`config.mk`:
```
export PLATFORM = sky130hd
export DESIGN_NAME = aging_priority_queue
export DESIGN_NICKNAME = d
export VERILOG_FILES = /design/src/hw/rtl/apq_pkg.sv /design/src/hw/rtl/apq_alu.sv /design/src/hw/rtl/aging_priority_queue.sv
export VERILOG_INCLUDE_DIRS = /design/src /design/src/hw/rtl
export SDC_FILE = /design/constraint.sdc
export NUM_CORES = 1
export LEC_CHECK = 0
export ABC_AREA = 0
export BUFFER_PORTS_ARGS = -buffer_cell sky130_fd_sc_hd__buf_4
export CELL_PAD_IN_SITES_DETAIL_PLACEMENT = 0
export CELL_PAD_IN_SITES_GLOBAL_PLACEMENT = 1
export CORE_MARGIN = 2
export CORE_UTILIZATION = 26
export DETAILED_ROUTE_END_ITERATION = 10
export PLACE_DENSITY_LB_ADDON = 0.1
export SYNTH_ARGS = -nofsm -noshare
export SYNTH_HDL_FRONTEND = slang
export SYNTH_SLANG_ARGS = --single-unit
```
`constraint.sdc`:
```
create_clock -name clk -period 8.3 [get_ports clk]
set_input_delay 0 -clock clk [delete_from_list [all_inputs] [get_ports clk]]
set_output_delay 0 -clock clk [all_outputs]
set_load 0.03 [all_outputs]
```
`src/hw/rtl/aging_priority_queue_defines.svh`:
```
// ----------------------------------------------------------------------------
// Aging priority queue assertion macros
// Shared property forms for the queue's internal checks.
// ----------------------------------------------------------------------------
`ifndef AGING_PRIORITY_QUEUE_DEFINES_SVH
`define AGING_PRIORITY_QUEUE_DEFINES_SVH

// same-cycle implication, sampled on clk, off during reset
`define APQ_ASSERT_IMP(label, ante, cons, msg) \
  label: assert property (@(posedge clk) disable iff (!rst_n) (ante) |-> (cons)) else $error(msg);

// next-cycle implication, sampled on clk, off during reset
`define APQ_ASSERT_NXT(label, ante, cons, msg) \
  label: assert property (@(posedge clk) disable iff (!rst_n) (ante) |=> (cons)) else $error(msg);

`endif

```
`src/hw/rtl/apq_pkg.sv`:
```
// ----------------------------------------------------------------------------
// Aging priority queue package
// Widths, operation codes and shared types of the queue.
// ----------------------------------------------------------------------------
package apq_pkg;

  localparam int DEPTH_DEF = 32;
  localparam int OP_W      = 2;
  localparam int ID_W      = 8;
  localparam int PRI_W     = 8;
  localparam int OCC_W     = 6;

  localparam logic [OP_W-1:0] OP_ENQ   = 2'd0;
  localparam logic [OP_W-1:0] OP_DEQ   = 2'd1;
  localparam logic [OP_W-1:0] OP_AGE   = 2'd2;
  localparam logic [OP_W-1:0] OP_FLUSH = 2'd3;

  typedef struct packed {
    logic [ID_W-1:0]  id;
    logic [PRI_W-1:0] pri;
  } apq_entry_t;

  typedef struct packed {
    logic             shift;
    logic [PRI_W-1:0] aged;
  } apq_alu_res_t;

endpackage

```
`src/hw/rtl/apq_alu.sv`:
```
// ----------------------------------------------------------------------------
// Aging priority queue compare unit
// Shared compare and saturating decrement on one stored priority.
// ----------------------------------------------------------------------------
module apq_alu (
  input  logic [apq_pkg::PRI_W-1:0] stored_pri,
  input  logic [apq_pkg::PRI_W-1:0] req_pri,
  output apq_pkg::apq_alu_res_t     res
);

  localparam logic [apq_pkg::PRI_W-1:0] PRI_ONE = 1;

  always_comb begin
    res.shift = (stored_pri <= req_pri);
    res.aged  = (stored_pri == '0) ? '0 : (stored_pri - PRI_ONE);
  end

endmodule

```
`src/hw/rtl/aging_priority_queue.sv`:
```
// ----------------------------------------------------------------------------
// Aging priority queue
// Sorted queue of id and priority entries with enqueue, dequeue, age, flush.
// ----------------------------------------------------------------------------
// One operation at a time, each giving one result transfer. Entries sit in a
// single memory with one write and one registered read port, swept by a small
// sequencer through one shared compare unit. Flush, or any operation that finds
// nothing to do, goes straight to the result stage; dequeue reads the tail
// entry; age rewrites every stored entry in turn; enqueue walks down from the
// tail, moving up one slot each stored entry whose priority number is not above
// the new one, then writes the new entry. The memory port reads one entry and
// writes one per cycle. in_stall is high from the accepted transfer until the
// result has been loaded into the output register.
`include "aging_priority_queue_defines.svh"

module aging_priority_queue #(
  parameter int DEPTH = apq_pkg::DEPTH_DEF
) (
  input  logic                      clk,
  input  logic                      rst_n,
  input  logic                      in_valid,
  output logic                      in_stall,
  input  logic [apq_pkg::OP_W-1:0]  in_op,
  input  logic [apq_pkg::ID_W-1:0]  in_item_id,
  input  logic [apq_pkg::PRI_W-1:0] in_priority_req,
  output logic                      out_valid,
  input  logic                      out_stall,
  output logic [apq_pkg::ID_W-1:0]  out_served_id,
  output logic                      out_served_valid,
  output logic                      out_dropped,
  output logic [apq_pkg::OCC_W-1:0] out_occupancy
);

  localparam int AW = $clog2(DEPTH);
  localparam int CW = $clog2(DEPTH + 1);

  localparam logic [2:0] ST_IDLE = 3'd0;
  localparam logic [2:0] ST_INS  = 3'd1;
  localparam logic [2:0] ST_DEQ  = 3'd2;
  localparam logic [2:0] ST_AGE  = 3'd3;
  localparam logic [2:0] ST_FIN  = 3'd4;

  logic [2:0]                  state_r, state_nxt;
  logic [CW-1:0]               count_r, count_nxt;
  logic [AW-1:0]               pos_r, pos_nxt;
  logic [AW-1:0]               k_r, k_nxt;
  apq_pkg::apq_entry_t         req_r, req_nxt;
  logic [apq_pkg::ID_W-1:0]    res_id_r, res_id_nxt;
  logic                        res_valid_r, res_valid_nxt;
  logic                        res_drop_r, res_drop_nxt;
  logic                        out_valid_r, out_valid_nxt;
  logic [apq_pkg::ID_W-1:0]    out_id_r, out_id_nxt;
  logic                        out_sv_r, out_sv_nxt;
  logic                        out_drop_r, out_drop_nxt;
  logic [apq_pkg::OCC_W-1:0]   out_occ_r, out_occ_nxt;

  apq_pkg::apq_entry_t         mem [DEPTH];
  apq_pkg::apq_entry_t         rd_q;
  apq_pkg::apq_entry_t         wr_data;
  logic                        rd_en, wr_en;
  logic [AW-1:0]               rd_addr, wr_addr;

  logic [CW-1:0]               count_m1;
  logic [AW-1:0]               pos_m1;
  apq_pkg::apq_alu_res_t       alu;

  apq_alu u_alu (
    .stored_pri (rd_q.pri),
    .req_pri    (req_r.pri),
    .res        (alu)
  );

  assign count_m1 = count_r - CW'(1);
  assign pos_m1   = pos_r - AW'(1);
  assign in_stall = (state_r != ST_IDLE);

  always_comb begin
    state_nxt     = state_r;
    count_nxt     = count_r;
    pos_nxt       = pos_r;
    k_nxt         = k_r;
    req_nxt       = req_r;
    res_id_nxt    = res_id_r;
    res_valid_nxt = res_valid_r;
    res_drop_nxt  = res_drop_r;
    out_valid_nxt = out_valid_r & out_stall;
    out_id_nxt    = out_id_r;
    out_sv_nxt    = out_sv_r;
    out_drop_nxt  = out_drop_r;
    out_occ_nxt   = out_occ_r;
    rd_en         = 1'b0;
    rd_addr       = '0;
    wr_en         = 1'b0;
    wr_addr       = '0;
    wr_data       = rd_q;
    unique case (state_r)
      ST_IDLE: begin
        if (in_valid) begin
          req_nxt       = '{id: in_item_id, pri: in_priority_req};
          res_id_nxt    = '0;
          res_valid_nxt = 1'b0;
          res_drop_nxt  = 1'b0;
          unique case (in_op)
            apq_pkg::OP_ENQ: begin
              if (count_r == CW'(DEPTH)) begin
                res_drop_nxt = 1'b1;
                state_nxt    = ST_FIN;
              end else begin
                pos_nxt   = count_r[AW-1:0];
                rd_en     = (count_r != '0);
                rd_addr   = count_m1[AW-1:0];
                state_nxt = ST_INS;
              end
            end
            apq_pkg::OP_DEQ: begin
              if (count_r == '0) begin
                state_nxt = ST_FIN;
              end else begin
                rd_en     = 1'b1;
                rd_addr   = count_m1[AW-1:0];
                count_nxt = count_m1;
                state_nxt = ST_DEQ;
              end
            end
            apq_pkg::OP_AGE: begin
              if (count_r == '0) begin
                state_nxt = ST_FIN;
              end else begin
                rd_en     = 1'b1;
                rd_addr   = '0;
                k_nxt     = '0;
                state_nxt = ST_AGE;
              end
            end
            apq_pkg::OP_FLUSH: begin
              count_nxt = '0;
              state_nxt = ST_FIN;
            end
            default: begin
              state_nxt = ST_FIN;
            end
          endcase
        end
      end
      ST_INS: begin
        wr_en   = 1'b1;
        wr_addr = pos_r;
        if ((pos_r != '0) && alu.shift) begin
          wr_data = rd_q;
          pos_nxt = pos_m1;
          if (pos_m1 != '0) begin
            rd_en   = 1'b1;
            rd_addr = pos_m1 - AW'(1);
          end
        end else begin
          wr_data   = req_r;
          count_nxt = count_r + CW'(1);
          state_nxt = ST_FIN;
        end
      end
      ST_DEQ: begin
        res_id_nxt    = rd_q.id;
        res_valid_nxt = 1'b1;
        state_nxt     = ST_FIN;
      end
      ST_AGE: begin
        wr_en   = 1'b1;
        wr_addr = k_r;
        wr_data = '{id: rd_q.id, pri: alu.aged};
        if (k_r == count_m1[AW-1:0]) begin
          state_nxt = ST_FIN;
        end else begin
          rd_en   = 1'b1;
          rd_addr = k_r + AW'(1);
          k_nxt   = k_r + AW'(1);
        end
      end
      ST_FIN: begin
        if (!out_valid_r || !out_stall) begin
          out_valid_nxt = 1'b1;
          out_id_nxt    = res_id_r;
          out_sv_nxt    = res_valid_r;
          out_drop_nxt  = res_drop_r;
          out_occ_nxt   = apq_pkg::OCC_W'(count_r);
          state_nxt     = ST_IDLE;
        end
      end
      default: begin
        state_nxt = ST_IDLE;
      end
    endcase
  end

  always_ff @(posedge clk) begin
    if (!rst_n) begin
      state_r     <= ST_IDLE;
      count_r     <= '0;
      out_valid_r <= 1'b0;
    end else begin
      state_r     <= state_nxt;
      count_r     <= count_nxt;
      out_valid_r <= out_valid_nxt;
    end
  end

  always_ff @(posedge clk) begin
    pos_r       <= pos_nxt;
    k_r         <= k_nxt;
    req_r       <= req_nxt;
    res_id_r    <= res_id_nxt;
    res_valid_r <= res_valid_nxt;
    res_drop_r  <= res_drop_nxt;
    out_id_r    <= out_id_nxt;
    out_sv_r    <= out_sv_nxt;
    out_drop_r  <= out_drop_nxt;
    out_occ_r   <= out_occ_nxt;
  end

  always_ff @(posedge clk) begin
    if (wr_en) begin
      mem[wr_addr] <= wr_data;
    end
    if (rd_en) begin
      rd_q <= mem[rd_addr];
    end
  end

  assign out_valid        = out_valid_r;
  assign out_served_id    = out_id_r;
  assign out_served_valid = out_sv_r;
  assign out_dropped      = out_drop_r;
  assign out_occupancy    = out_occ_r;

  `APQ_ASSERT_IMP(a_count_bound, 1'b1, count_r <= CW'(DEPTH), "fill count above depth")
  `APQ_ASSERT_IMP(a_ins_pos, state_r == ST_INS, CW'(pos_r) <= count_r, "insert slot beyond fill")
  `APQ_ASSERT_IMP(a_age_idx, state_r == ST_AGE, CW'(k_r) < count_r, "age index beyond fill")
  `APQ_ASSERT_NXT(a_busy, in_valid && !in_stall, state_r != ST_IDLE, "idle after transfer")
  `APQ_ASSERT_IMP(a_serve_drop, out_valid_r && out_sv_r, !out_drop_r, "served and dropped")

endmodule

```
# After elaboration in Yosys (flattened, before gate mapping)
# Memories as Yosys holds them, arrays and structs flattened. A register that Yosys moved wholly into a read port is not among the register bits.
# Cells that the tools add are included.
# op_classes
n_addsub	6
magnitude_cmp	1
eq_ne	21
mux	54
bitwise_logic	1
n_reduce_logical	24
# op_table
op	count
5-bit 2-to-1 mux	14
5-bit one-hot mux with 2 select lines	4
16-bit one-hot mux with 2 select lines	1
6-bit one-hot mux with 2 select lines	2
3-bit 2-to-1 mux	7
6-bit 2-to-1 mux	3
16-bit 2-to-1 mux	1
8-bit 2-to-1 mux	2
2-bit != test, second input constant	8
8-bit one-hot mux with 2 select lines	1
3-bit one-hot mux with 5 select lines	1
5-bit one-hot mux with 3 select lines	1
5-bit AND reduction	3
1-bit 2-to-1 mux	13
3-bit one-hot mux with 4 select lines	1
5-bit nonzero test	2
5-bit by 1-bit subtractor with 5-bit output, second input constant	2
8-bit less-or-equal comparator	1
8-bit zero test	1
8-bit by 1-bit subtractor with 8-bit output, second input constant	1
6-bit by 1-bit adder with 6-bit output, second input constant	1
3-bit by 2-bit equality test with 1-bit output, second input constant	2
6-bit equality test, second input constant	1
6-bit zero test	1
24 further kinds	33
# word_totals
register_bits	62
mem_bits_rw	512
inputBits	22
output_inout_bits	18
memories	1
# memory_table
memory	words	word_bits	rd	rd_ports_with_merged_regs	wr	line	source
mem	32	16	1	1	1	aging_priority_queue.sv:57	apq_pkg::apq_entry_t mem [DEPTH];

# Logic depth before layout (Yosys ltp)
# Gate-level depths: netlist (run 1).
# logic_depth
depth_word	5
depth_mapped	16

# Modules after synthesis
# A second synthesis (run 1) with hierarchy kept.
# unflattened
hier_cells	1739
hier_area_um2	24517.3
# by_module_without_submodules
module	instances	cells_per_inst	area_per_inst_um2
aging_priority_queue	1	1687	24143.2
apq_alu	1	52	374.1

# Worst setup path before layout (run 1)
# OpenSTA, ideal clock, no wires.
# synth_timing
kind	register to register
startpoint	register state_r[0]
endpoint	memory mem[0][4] in the netlist's numbering (data pin)
arrival_time_ns	3.427
required_time_ns	7.685
setup_slack_ns	4.258
stages_incl_launch_ff	7
path_cell_list	dfxtp_1 buf_2 and2b_1 clkbuf_1 nand3_1 clkbuf_1 o311ai_0
# synth_rtl
element	line	source
start: declaration	aging_priority_queue.sv:43	logic [2:0] state_r, state_nxt;
start signal: assignment	aging_priority_queue.sv:200	state_r <= state_nxt;
end: declaration	aging_priority_queue.sv:57	

# Worst setup path in the final report (run 1)
# layout_timing
startpoint	register rd_q[5] (netlist name)
endpoint	register rd_q[10] (netlist name)
# layout_between
elab_chain_cells	4
word_cells_on_any_way	6
# layout_rtl
element	line	source
8-bit less-or-equal comparator (*)	apq_alu.sv:14	res.shift = (stored_pri <= req_pri);
1-bit logical AND (*)	aging_priority_queue.sv:148	if ((pos_r != '0) && alu.shift) begin
5-bit 2-to-1 mux / 1-bit 2-to-1 mux (equally long branches)	aging_priority_queue.sv:148	
5-bit one-hot mux with 3 select lines / 1-bit one-hot mux with 3 select lines (equally long branches)	aging_priority_queue.sv:96	unique case (state_r)
# Mark *: on every way between the ends. The rest lies on a longest branch, timed or not.
# A chain may end at the register's enable or synchronous reset.

==> run metrics, run 1 <==
Yosys reg bits=slightly below 600; Final WS setup=2.83 ns; gr usage total=0.162; Fmax=0.183 GHz; mux cell area share after synthesis=0.0625; crit-path max FO=94; Synth Flop Type=edfxtp_1; TritonCTS clock tree=done; Post-Route Skew=0.0167 ns; area share of xor/xnor cells in the synthesized design=0.00837; maximum number of pins on one net before global-route repair=112; leak pwr=9.46 nW; worst setup path class=reg2reg; vias in the first global route=14300; Max IR drop VDD=roughly 130 uV; CTS sink cnt=just under 600; initial antenna violation count=2; DP Area=26400 sq um; hold path start=in_op[1]; worst hold margin=between 0.1 and 0.15 ns; final hold vios=0; RSZ-0062 raised after global routing=no; Core Util, Final=0.308; post-synth top area cell=edfxtp_1; commonest non-fill, non-tap cells in the layout=edfxtp_1 (580), nand2_1 (316), mux2i_1 (134); Initial Utilization=0.262; Crit path required time=around 8.6 ns; R2R Path Start=rd_q[5]; die span in y=311 um; DR pass1 iterations=5; Synth top area share=0.710; Core ar.=93500 sq um; CTS max path bufs=3; DP HPWL=48000 um; sequential share of the synthesized area=0.718; Num CTS Buffers=just over 70; post-synthesis adder-cell area fraction=0.0112; Final Power=8.70 mW; Mapped Nets=1769; Clk Latency, worst-skew pair=0.61 ns; placed cell count=2985; via/cell ratio=4.71; Worst Setup Start Kind=flop; via count=about 15000; Setup TNS Final=0 ns; layout cells sized above 1=0.139; clock-pin slew on the worst setup and hold paths=~0.06 ns; Synth async-reset ratio=0; post-route minimum period=5.47 ns; synth top area cells=edfxtp_1 (71%), mux2i_1 (5.5%), nand2_1 (4.9%); Max Cap Viol=0; Crit path arrival time=5.78 ns; slew margin rel.=0.119; Pins Over Slew Limit=0; post-layout net count=1871; Hold Crit Class=in2reg; critical path launch point=rd_q[5]; Cell Pwr Density=302 nW/um^2; Synth Area in Simple Gates=0.104; fin crit share=0.659; largest family of logic cells by synthesized area=simple AND/OR/NAND/NOR gates; Synth Area per Inst=roughly 14 sq um; Post-Syn Instances=between 1500 and 2000; Routed wire per std cell=25.3 um; Synth Cell Area=24500 sq um; Final Setup Violations=0; I/O pins=40; site row count=around 110; area occupied by registers=17600 sq um; Routed WL=79400 um; Fill cells=9317; Overflow after GRT=0; Root Buffer=clkbuf_16; post-synthesis compound-gate area fraction=0.0690; most common cell after layout, fill and taps aside=edfxtp_1; area grow syn2layout=17.5%; multi-input logic area=about 6400 sq um; Setup WS pre-CTS=2.67 ns; global-route wire length before repair=112000 um; Crit. End Element=flop; EDFF count, synth=580; Antenna Violating Nets Remaining=0; IO Port Bufs=39; Ys Warns=0; Slew @ Worst Pin=between 1 and 1.5 ns; Die Wd=a little over 300 um; synth unique cells=77; Initial DRC Count=between 1000 and 1500; final instance area=28800 sq um; drt drc=0; GP Congestion=0.751; CTS H-tree depth=3; DIE AREA=96800 sq um; fin cells=about 3100; status=complete, no violations
## registers in the layout, indices dropped and copies added (netlist names)
register / count
mem: 512
rd_q: 16
req_r: 16
out_served_id: 8
res_id_r: 8
count_r: 6
out_occupancy: 6
k_r: 5
pos_r: 5
state_r: 3
out_dropped: 1
out_served_valid: 1
out_valid: 1
res_drop_r: 1
res_valid_r: 1
## path summary, 6_finish.rpt
check / to / slack [ns] / cells past startpoint
worst max-delay path: rd_q[10] / 2.83 / 11
worst min-delay path: state_r[1] / 0.11 / 5
worst max register to register: rd_q[10] / 2.83 / 11
worst min register to register: out_served_id[3] / 0.42 / 0
## cells in the mapped netlist (all sizes together) (16+ instances only)
library cell	instances
edfxtp	580
o22ai	18
nor4	30
a32oi	18
nor2	70
a22oi	20
mux2i	134
o21ai	36
a21oi	78
nand2	319
inv	21
mux2	17
nand3	96
nor3	16
ha	22
buf	65
clkbuf	31
## worst max-delay path: stages, from the launching register on
cell and delay, ns:
edfxtp_1 0.50, ha_1 0.35, nand4_1 0.15, o21ai_0 0.38, nand3_1 0.52, o31ai_4 0.47, buf_12 0.42, buf_4 0.76
mux2i_1 0.29, o21bai_1 0.08, nor4_1 0.79, a22oi_1 0.23
## cell type report
class	instances	area share
diodes	3	0.000260
repair buffers	124	0.0351
clock buffers	92	0.0666
well taps	1254	0.0544
clock inverters	36	0.00825
inverters	21	0.00273
multi-input cells	1018	0.221
flip-flops and latches	590	0.611
## what timing repair did
action                                 in CTS  in global routing
resized for setup                           0                  0
endpoints found under the hold margin      42                  0
setup buffers                               0                  0
hold buffers                               22                  0
## routing by layer
layer,vias to the layer above,part of all wire,GRT usage,wire (um)
met2,277,0.46,0.260,36900
li1,6731,-,-,-
met3,89,0.034,0.0227,2740
met5,-,0,0,0
met1,7675,0.48,0.229,38100
met4,0,0.021,0.0450,1690
## power breakdown
part           internal [mW]  switching (mW)
clock                   1.67            1.25
combinational          0.540            1.46
sequential              3.68          0.0938
total                   5.89            2.81
## logic make-up after synthesis
group,Yosys count
DFF,590
and+or+nand+nor,576
AOI/OAI and AO/OA,248
muxes,151
buffers and inverters,117
adders and majority gates,22
xor gates and xnor gates,21
No activity file was read; power rests on OpenSTA's default activity.
==> run 2: changes to the inputs <==
Clock period 8.3 ns to 4.4 ns, I/O delays scaled along.
==> run metrics, run 2 (synthesized netlist as in run 1, its figures left out) <==
Fill cells=9269 (-0.52%); Clk Latency, worst-skew pair=0.62 ns (about the same); Net Sw Frac=0.320 (-0.00268); die span in y=311 um (unchanged); max reg flops=512 (unchanged); WHS Endpoint=req_r[2]; placed cell count=3061 (+2.5%); GP Congestion=0.768 (+2.2%); switching power of the nets=5.45 mW (+94%); final instance area=29700 sq um (+3.2%); Crit path required time=4.69 ns (-3.92 ns); grt met1 use=0.221 (-0.00803); CTS H-tree depth=3 (unchanged); Final Setup Violations=0 (unchanged); via/cell ratio=4.62 (-1.8%); gr usage total=0.163 (+0.00128); leak pwr=9.96 nW (+5.2%); most common cell after layout, fill and taps aside=edfxtp_1; Max IR drop VDD=233 uV (+85%); Setup WS pre-CTS=-0.261 ns (-2.93 ns); CTS sink cnt=590 (unchanged); DR pass1 iterations=5 (unchanged); r2r worst-path depth=15 (+4); Cell Pwr Density=572 nW/um^2 (+89%); Max Cap Viol=0 (unchanged); slew margin rel.=0.350 (+0.231); RSZ-0062 raised after global routing=no; vias in the first global route=15000 (+4.9%); status=complete, no violations; R2R Setup Slk=0.24 ns (-2.59 ns); Hold Crit Class=in2reg; drt drc=0 (unchanged); global-route wire length before repair=113000 um (+0.90%); largest registers=mem: 512 flops, rd_q: 16 flops, req_r: 16 flops; post-layout net count=1947 (+4.1%); GR Util met3=0.0280 (+0.00527); Routed WL=79700 um (+0.48%); Crit path arrival time=4.45 ns (-1.33 ns); DP Area=27300 sq um (+3.1%); area grow syn2layout=21.3%; initial antenna violation count=6 (+4); clock-pin slew on the worst setup and hold paths=0.06 ns (about the same); fin cells=3213 (+2.4%); final hold vios=0 (unchanged); DP HPWL=49300 um (+2.8%); site row count=112 (unchanged); post-CTS setup buffer count=0 (unchanged); combinational power share=0.254 (+0.024); Worst Setup Start Kind=flop; worst setup path class=reg2reg; Num CTS Buffers=71 (-1.4%); Final WS setup=0.239 ns (-2.59 ns); hold path start=in_priority_req[2]; commonest non-fill, non-tap cells in the layout=edfxtp_1 (580), nand2_1 (319), buf_4 (159); Antenna Violating Nets Remaining=0 (unchanged); Core ar.=93500 sq um (unchanged); Core Util, Final=0.318 (+0.00985); Routed wire per std cell=24.8 um (-1.9%); CTS max path bufs=3 (unchanged); Root Buffer=clkbuf_16; Slew @ Worst Pin=0.976 ns (-0.344 ns); Final Power=17.0 mW (+96%); fin crit share=0.946 (+0.287); GRT busiest layer=met2; I/O pins=40 (unchanged); Die Wd=311 um (unchanged); Initial DRC Count=1143 (+9.4%); GR Util met2=0.267 (+0.00781); maximum number of pins on one net before global-route repair=45 (-60%); TritonCTS clock tree=done; Initial Utilization=0.262 (unchanged); Crit. End Element=flop; Post-Route Skew=0.0226 ns (+0.00596 ns); Clk network pwr share=0.329 (-0.007); via count=14800 (+0.52%); worst hold margin=0.119 ns (+0.0137 ns); Biggest register=mem; FF-to-FF End=rd_q[3]; crit-path max FO=23 (-76%); Fmax=0.240 GHz (+31%); post-route minimum period=4.16 ns (-1.31 ns); IO Port Bufs=39 (unchanged); Setup TNS Final=0 ns (unchanged); register share of total power=0.417 (-0.016); layout cells sized above 1=0.180 (+0.0417); cell internal pwr=11.6 mW (+96%); R2R Path Start=count_r[0]; Hold Path Depth=2 (-3); DIE AREA=96800 sq um (unchanged); Overflow after GRT=0 (unchanged); Pins Over Slew Limit=0 (unchanged)
-- run 2: changes by cell type in the layout (fill, tap and decap cells not counted), moves of 3 or more --
cell	change
nand2_2	-3
nor4_1	-12
buf_12	+17
clkinv_2	+4
nand2_1	+3
clkbuf_1	-6
clkinv_1	-3
nor4_2	+11
buf_4	+59
-- run 2: worst max-delay path, stage by stage, from the launching register on --
cell,delay [ns]
dfxtp_1,0.31
inv_1,0.10
ha_1,0.25
or3b_1,0.50
xnor2_2,0.24
nand4_4,0.22
a21oi_4,0.25
o31ai_4,0.13
buf_12,0.19
buf_12,0.19
buf_4,0.21
buf_4,0.16
nand2_1,0.06
nand3_1,0.07
a32oi_1,0.62
a22oi_1,0.26
-- run 2: timing repair --
action                                  in CTS  in global routing
gates resized for setup                      1                  3
hold buffers                                22                  0
hold endpoints to repair                    42                  0
endpoints found under the setup margin       1                  3
-- run 2: worst max-delay path by stage --
stage	start	end	depth (start not counted)
CTS	rd_q[1]	rd_q[0]	14
floorplan	state_r[0]	mem[0][4]	6
detailed placement	rd_q[1]	rd_q[15]	13
finish	count_r[0]	rd_q[3]	15
global route	rd_q[4]	rd_q[0]	13
global placement	rd_q[7]	rd_q[15]	12
-- run 2: cell type report --
| type | count | area, sq um | area share |
|---|---|---|---|
| clock inverter | 41 | 335 | 0.0113 |
| clock buffer | 85 | 1870 | 0.0629 |
| tap | 1254 | 1570 | 0.0528 |
| antenna | 3 | 7.51 | 0.000252 |
| multi-input combinational | 1018 | 6460 | 0.217 |
| timing repair buffer | 201 | 1810 | 0.0607 |
| inverter | 21 | 78.8 | 0.00265 |
| sequential | 590 | 17600 | 0.592 |
-- run 2: layer usage --
metal  up-vias  routed length (um)
li1       6879                   -
met1      7561               36600
met2       293               37500
met3       114                3450
met4         2                2210
met5         -                   8
-- run 2: power groups by stage --
stage | clock (mW) | sequential [mW] | combinational [mW]
2_1_floorplan | 0 | 7.18 | 2.25
3_3_place_gp | 0 | 7.21 | 4.42
3_5_place_dp | 0 | 7.21 | 4.41
4_1_cts | 5.78 | 7.09 | 4.45
5_1_grt | 5.96 | 7.11 | 4.69
6_report | 5.59 | 7.09 | 4.32
==> run 3: changes to the inputs <==
Settings changed: ABC_AREA 0 to 1, CORE_UTILIZATION 26 to 25.
==> run metrics, run 3 <==
Initial Utilization=0.253 (-0.00972); synth unique cells=37 (-52%); synth cell count leaders=edfxtp_1 (580), nand3_1 (571), nand2_1 (531); Ys Warns=0 (unchanged); clock-pin slew on the worst setup and hold paths=0.06 ns (about the same); Synth Area per Inst=10.5 sq um (-26%); max reg flops=512 (unchanged); Max Cap Viol=0 (unchanged); Routed WL=91800 um (+15%); largest registers=mem: 512 flops, rd_q: 16 flops, req_r: 16 flops; CTS max path bufs=3 (unchanged); hold path start=in_item_id[5]; most common cell after layout, fill and taps aside=edfxtp_1; Post-Syn Instances=2540 (+47%); Slowest-stage cell, CP=edfxtp_1; CP bufs+invs=1 (-4); TritonCTS clock tree=done; GP Congestion=0.802 (+4.4%); critical path launch point=rd_q[1]; Synth Flop Type=edfxtp_1; vias in the first global route=18200 (+21%); Core ar.=105000 sq um (+13%); Root Buffer=clkbuf_16; R2R Path Start=rd_q[1]; maximum number of pins on one net before global-route repair=126 (+180%); site row count=119 (+6.3%); Routed wire per std cell=22.4 um (-9.6%); sequential share of the synthesized area=0.661 (-0.0569); die span in y=330 um (+6.2%); drt drc=0 (unchanged); area grow syn2layout=19.6%; Crit path required time=4.75 ns (+0.06 ns); DIE AREA=109000 sq um (+13%); Hold Crit Class=in2reg; worst setup path class=reg2reg; via/cell ratio=4.55 (-1.6%); Mapped Nets=2584 (+46%); DR pass1 iterations=5 (unchanged); leak pwr=12.5 nW (+26%); commonest non-fill, non-tap cells in the layout=edfxtp_1 (580), nand3_1 (570), nand2_1 (530); status=complete, no violations; DP HPWL=55100 um (+12%); Num CTS Buffers=74 (+4.2%); Clk Latency, worst-skew pair=0.62 ns (about the same); initial antenna violation count=2 (-4); RSZ-0062 raised after global routing=no; Crit path max-delay family=simple AND/OR/NAND/NOR gates; EDFF count, synth=580 (unchanged); most frequent cell after synthesis=edfxtp_1; Max IR drop VDD=488 uV (+110%); CTS H-tree depth=3 (unchanged); Synth Cell Area=26600 sq um (+8.6%); Biggest register=mem; Post-Route Skew=0.0122 ns (-0.0104 ns); Final Setup Violations=0 (unchanged); fin crit share=0.902 (-0.0435); Most Frequent Cell on Critical Path=nand2_1; CP peak stage delay=0.59 ns (-0.03 ns); crit path cell chain=ha_1, nand2_1, nand2_1, nand2_1, nand2_1, nand2_1, nand2_1, a21boi_1, nand3_4, nand2_4, buf_4, nand2_1, nand3_1, nand3_1, nand3_1, nand2_1, nand2_1, nand2_1; Overflow after GRT=0 (unchanged); post-synth top area cell=edfxtp_1; Core Util, Final=0.302 (-0.0158); Pins Over Slew Limit=0 (unchanged); layout cells sized above 1=0.107 (-0.0731); Setup TNS Final=0 ns (unchanged); slew margin rel.=0.199 (-0.151); I/O pins=40 (unchanged); Die Wd=330 um (+6.2%); Cell Pwr Density=743 nW/um^2 (+30%); Initial DRC Count=1241 (+8.6%); crit-path max FO=42 (+83%); post-route minimum period=3.97 ns (-0.191 ns); CTS sink cnt=590 (unchanged); synth top area cells=edfxtp_1 (65%), nand3_1 (11%), nand2_1 (7.5%); Crit path arrival time=4.32 ns (-0.13 ns); Synth async-reset ratio=0 (unchanged); Yosys reg bits=590 (unchanged); post-layout net count=2686 (+38%); Slew @ Worst Pin=1.20 ns (+0.225 ns); Synth top area share=0.654 (-0.0563); Worst Setup Start Kind=flop; global-route wire length before repair=133000 um (+18%); via count=18600 (+25%); Crit. End Element=flop; gr usage total=0.168 (+0.00487); post-CTS resize count=0 (-1); final hold vios=0 (unchanged); IO Port Bufs=39 (unchanged); Fmax=0.252 GHz (+4.8%); Antenna Violating Nets Remaining=0 (unchanged)
-- run 3: cell types whose count changed after synthesis, moves of 17 or more --
cell / change
buf_2: +52
buf_6: -17
nand3_1: +476
mux2_2: -17
a22oi_1: -18
nand3b_1: +112
inv_1: +362
a21oi_1: -60
nor4_1: -30
nand2_1: +212
mux2i_1: -134
a32oi_1: -18
-- run 3: repair_timing --
action / 4_1_cts / 5_1_grt
endpoints found under the setup margin: 0 / 0
hold buffers: 24 / 0
endpoints found under the hold margin: 42 / 0
setup buffers: 0 / 0
-- run 3: power by group --
part           internal (mW)  leakage (nW)  switching (mW)  total, mW
sequential              7.93          5.35           0.303       8.23
clock                   3.62          1.15            2.39       6.01
combinational           2.45          6.05            6.99       9.44
total                   14.0          12.5            9.69       23.7
-- run 3: worst register-to-register path, cell delays in order, from the launching register on --
cell      delay (ns)
edfxtp_1        0.59
ha_1            0.39
nand2_1         0.07
nand2_1         0.05
nand2_1         0.05
nand2_1         0.04
nand2_1         0.05
nand2_1         0.07
a21boi_1        0.34
nand3_4         0.30
nand2_4         0.21
buf_4           0.47
nand2_1         0.14
nand3_1         0.09
nand3_1         0.13
nand3_1         0.22
nand2_1         0.11
nand2_1         0.25
nand2_1         0.11
-- run 3: kinds of logic (layout without fill, tap and decap cells) --
group / after synthesis / count (layout) / synth area share
AOI/OAI and AO/OA: 77 / 77 / 0.0173
xor gates and xnor gates: 6 / 6 / 0.00197
adders and majority gates: 22 / 22 / 0.0103
buffers and inverters: 528 / 688 / 0.0787
DFF: 590 / 590 / 0.661
other: 0 / 2 / 0
and+or+nand+nor: 1317 / 1317 / 0.230
-- run 3: metrics by stage --
stage	power [mW]	instances	worst slack, ns	instance area, sq um	hold WS, ns
floorplan	13.3	2540	0.506	26600	0.0989
global placement	18.0	3933	0.436	29300	0.181
finish	23.7	4093	0.430	31900	0.111
detailed placement	18.0	3933	0.398	29300	0.180
CTS	24.1	4091	0.401	31900	0.0660
global route	25.1	4091	0.173	31900	0.0844
-- run 3: metal layers --
| metal | vias to the layer above | GRT usage | share of wire |
|---|---|---|---|
| li1 | 8813 | - | - |
| met1 | 9338 | 0.248 | 0.50 |
| met2 | 368 | 0.262 | 0.45 |
| met3 | 94 | 0.0215 | 0.038 |
| met4 | 0 | 0.0396 | 0.016 |
| met5 | - | 0 | 0 |
-- run 3: path summary, 6_finish.rpt --
check | endpoint | slack (ns) | depth (start not counted)
setup / recovery | rd_q[8] | 0.43 | 18
hold / removal | req_r[13] | 0.11 | 2
setup reg to reg | rd_q[8] | 0.43 | 18
hold reg to reg | out_served_valid | 0.42 | 0
-- run 3: final cells by class --
cell class | count | area [sq um]
multi-input cells | 1422 | 7170
clock buffers | 109 | 2160
inverters | 391 | 1470
flip-flops and latches | 590 | 17600
clock inverters | 25 | 206
diodes | 2 | 5.00
fillers | 10900 | 73500
well taps | 1391 | 1740
repair buffers | 163 | 1510
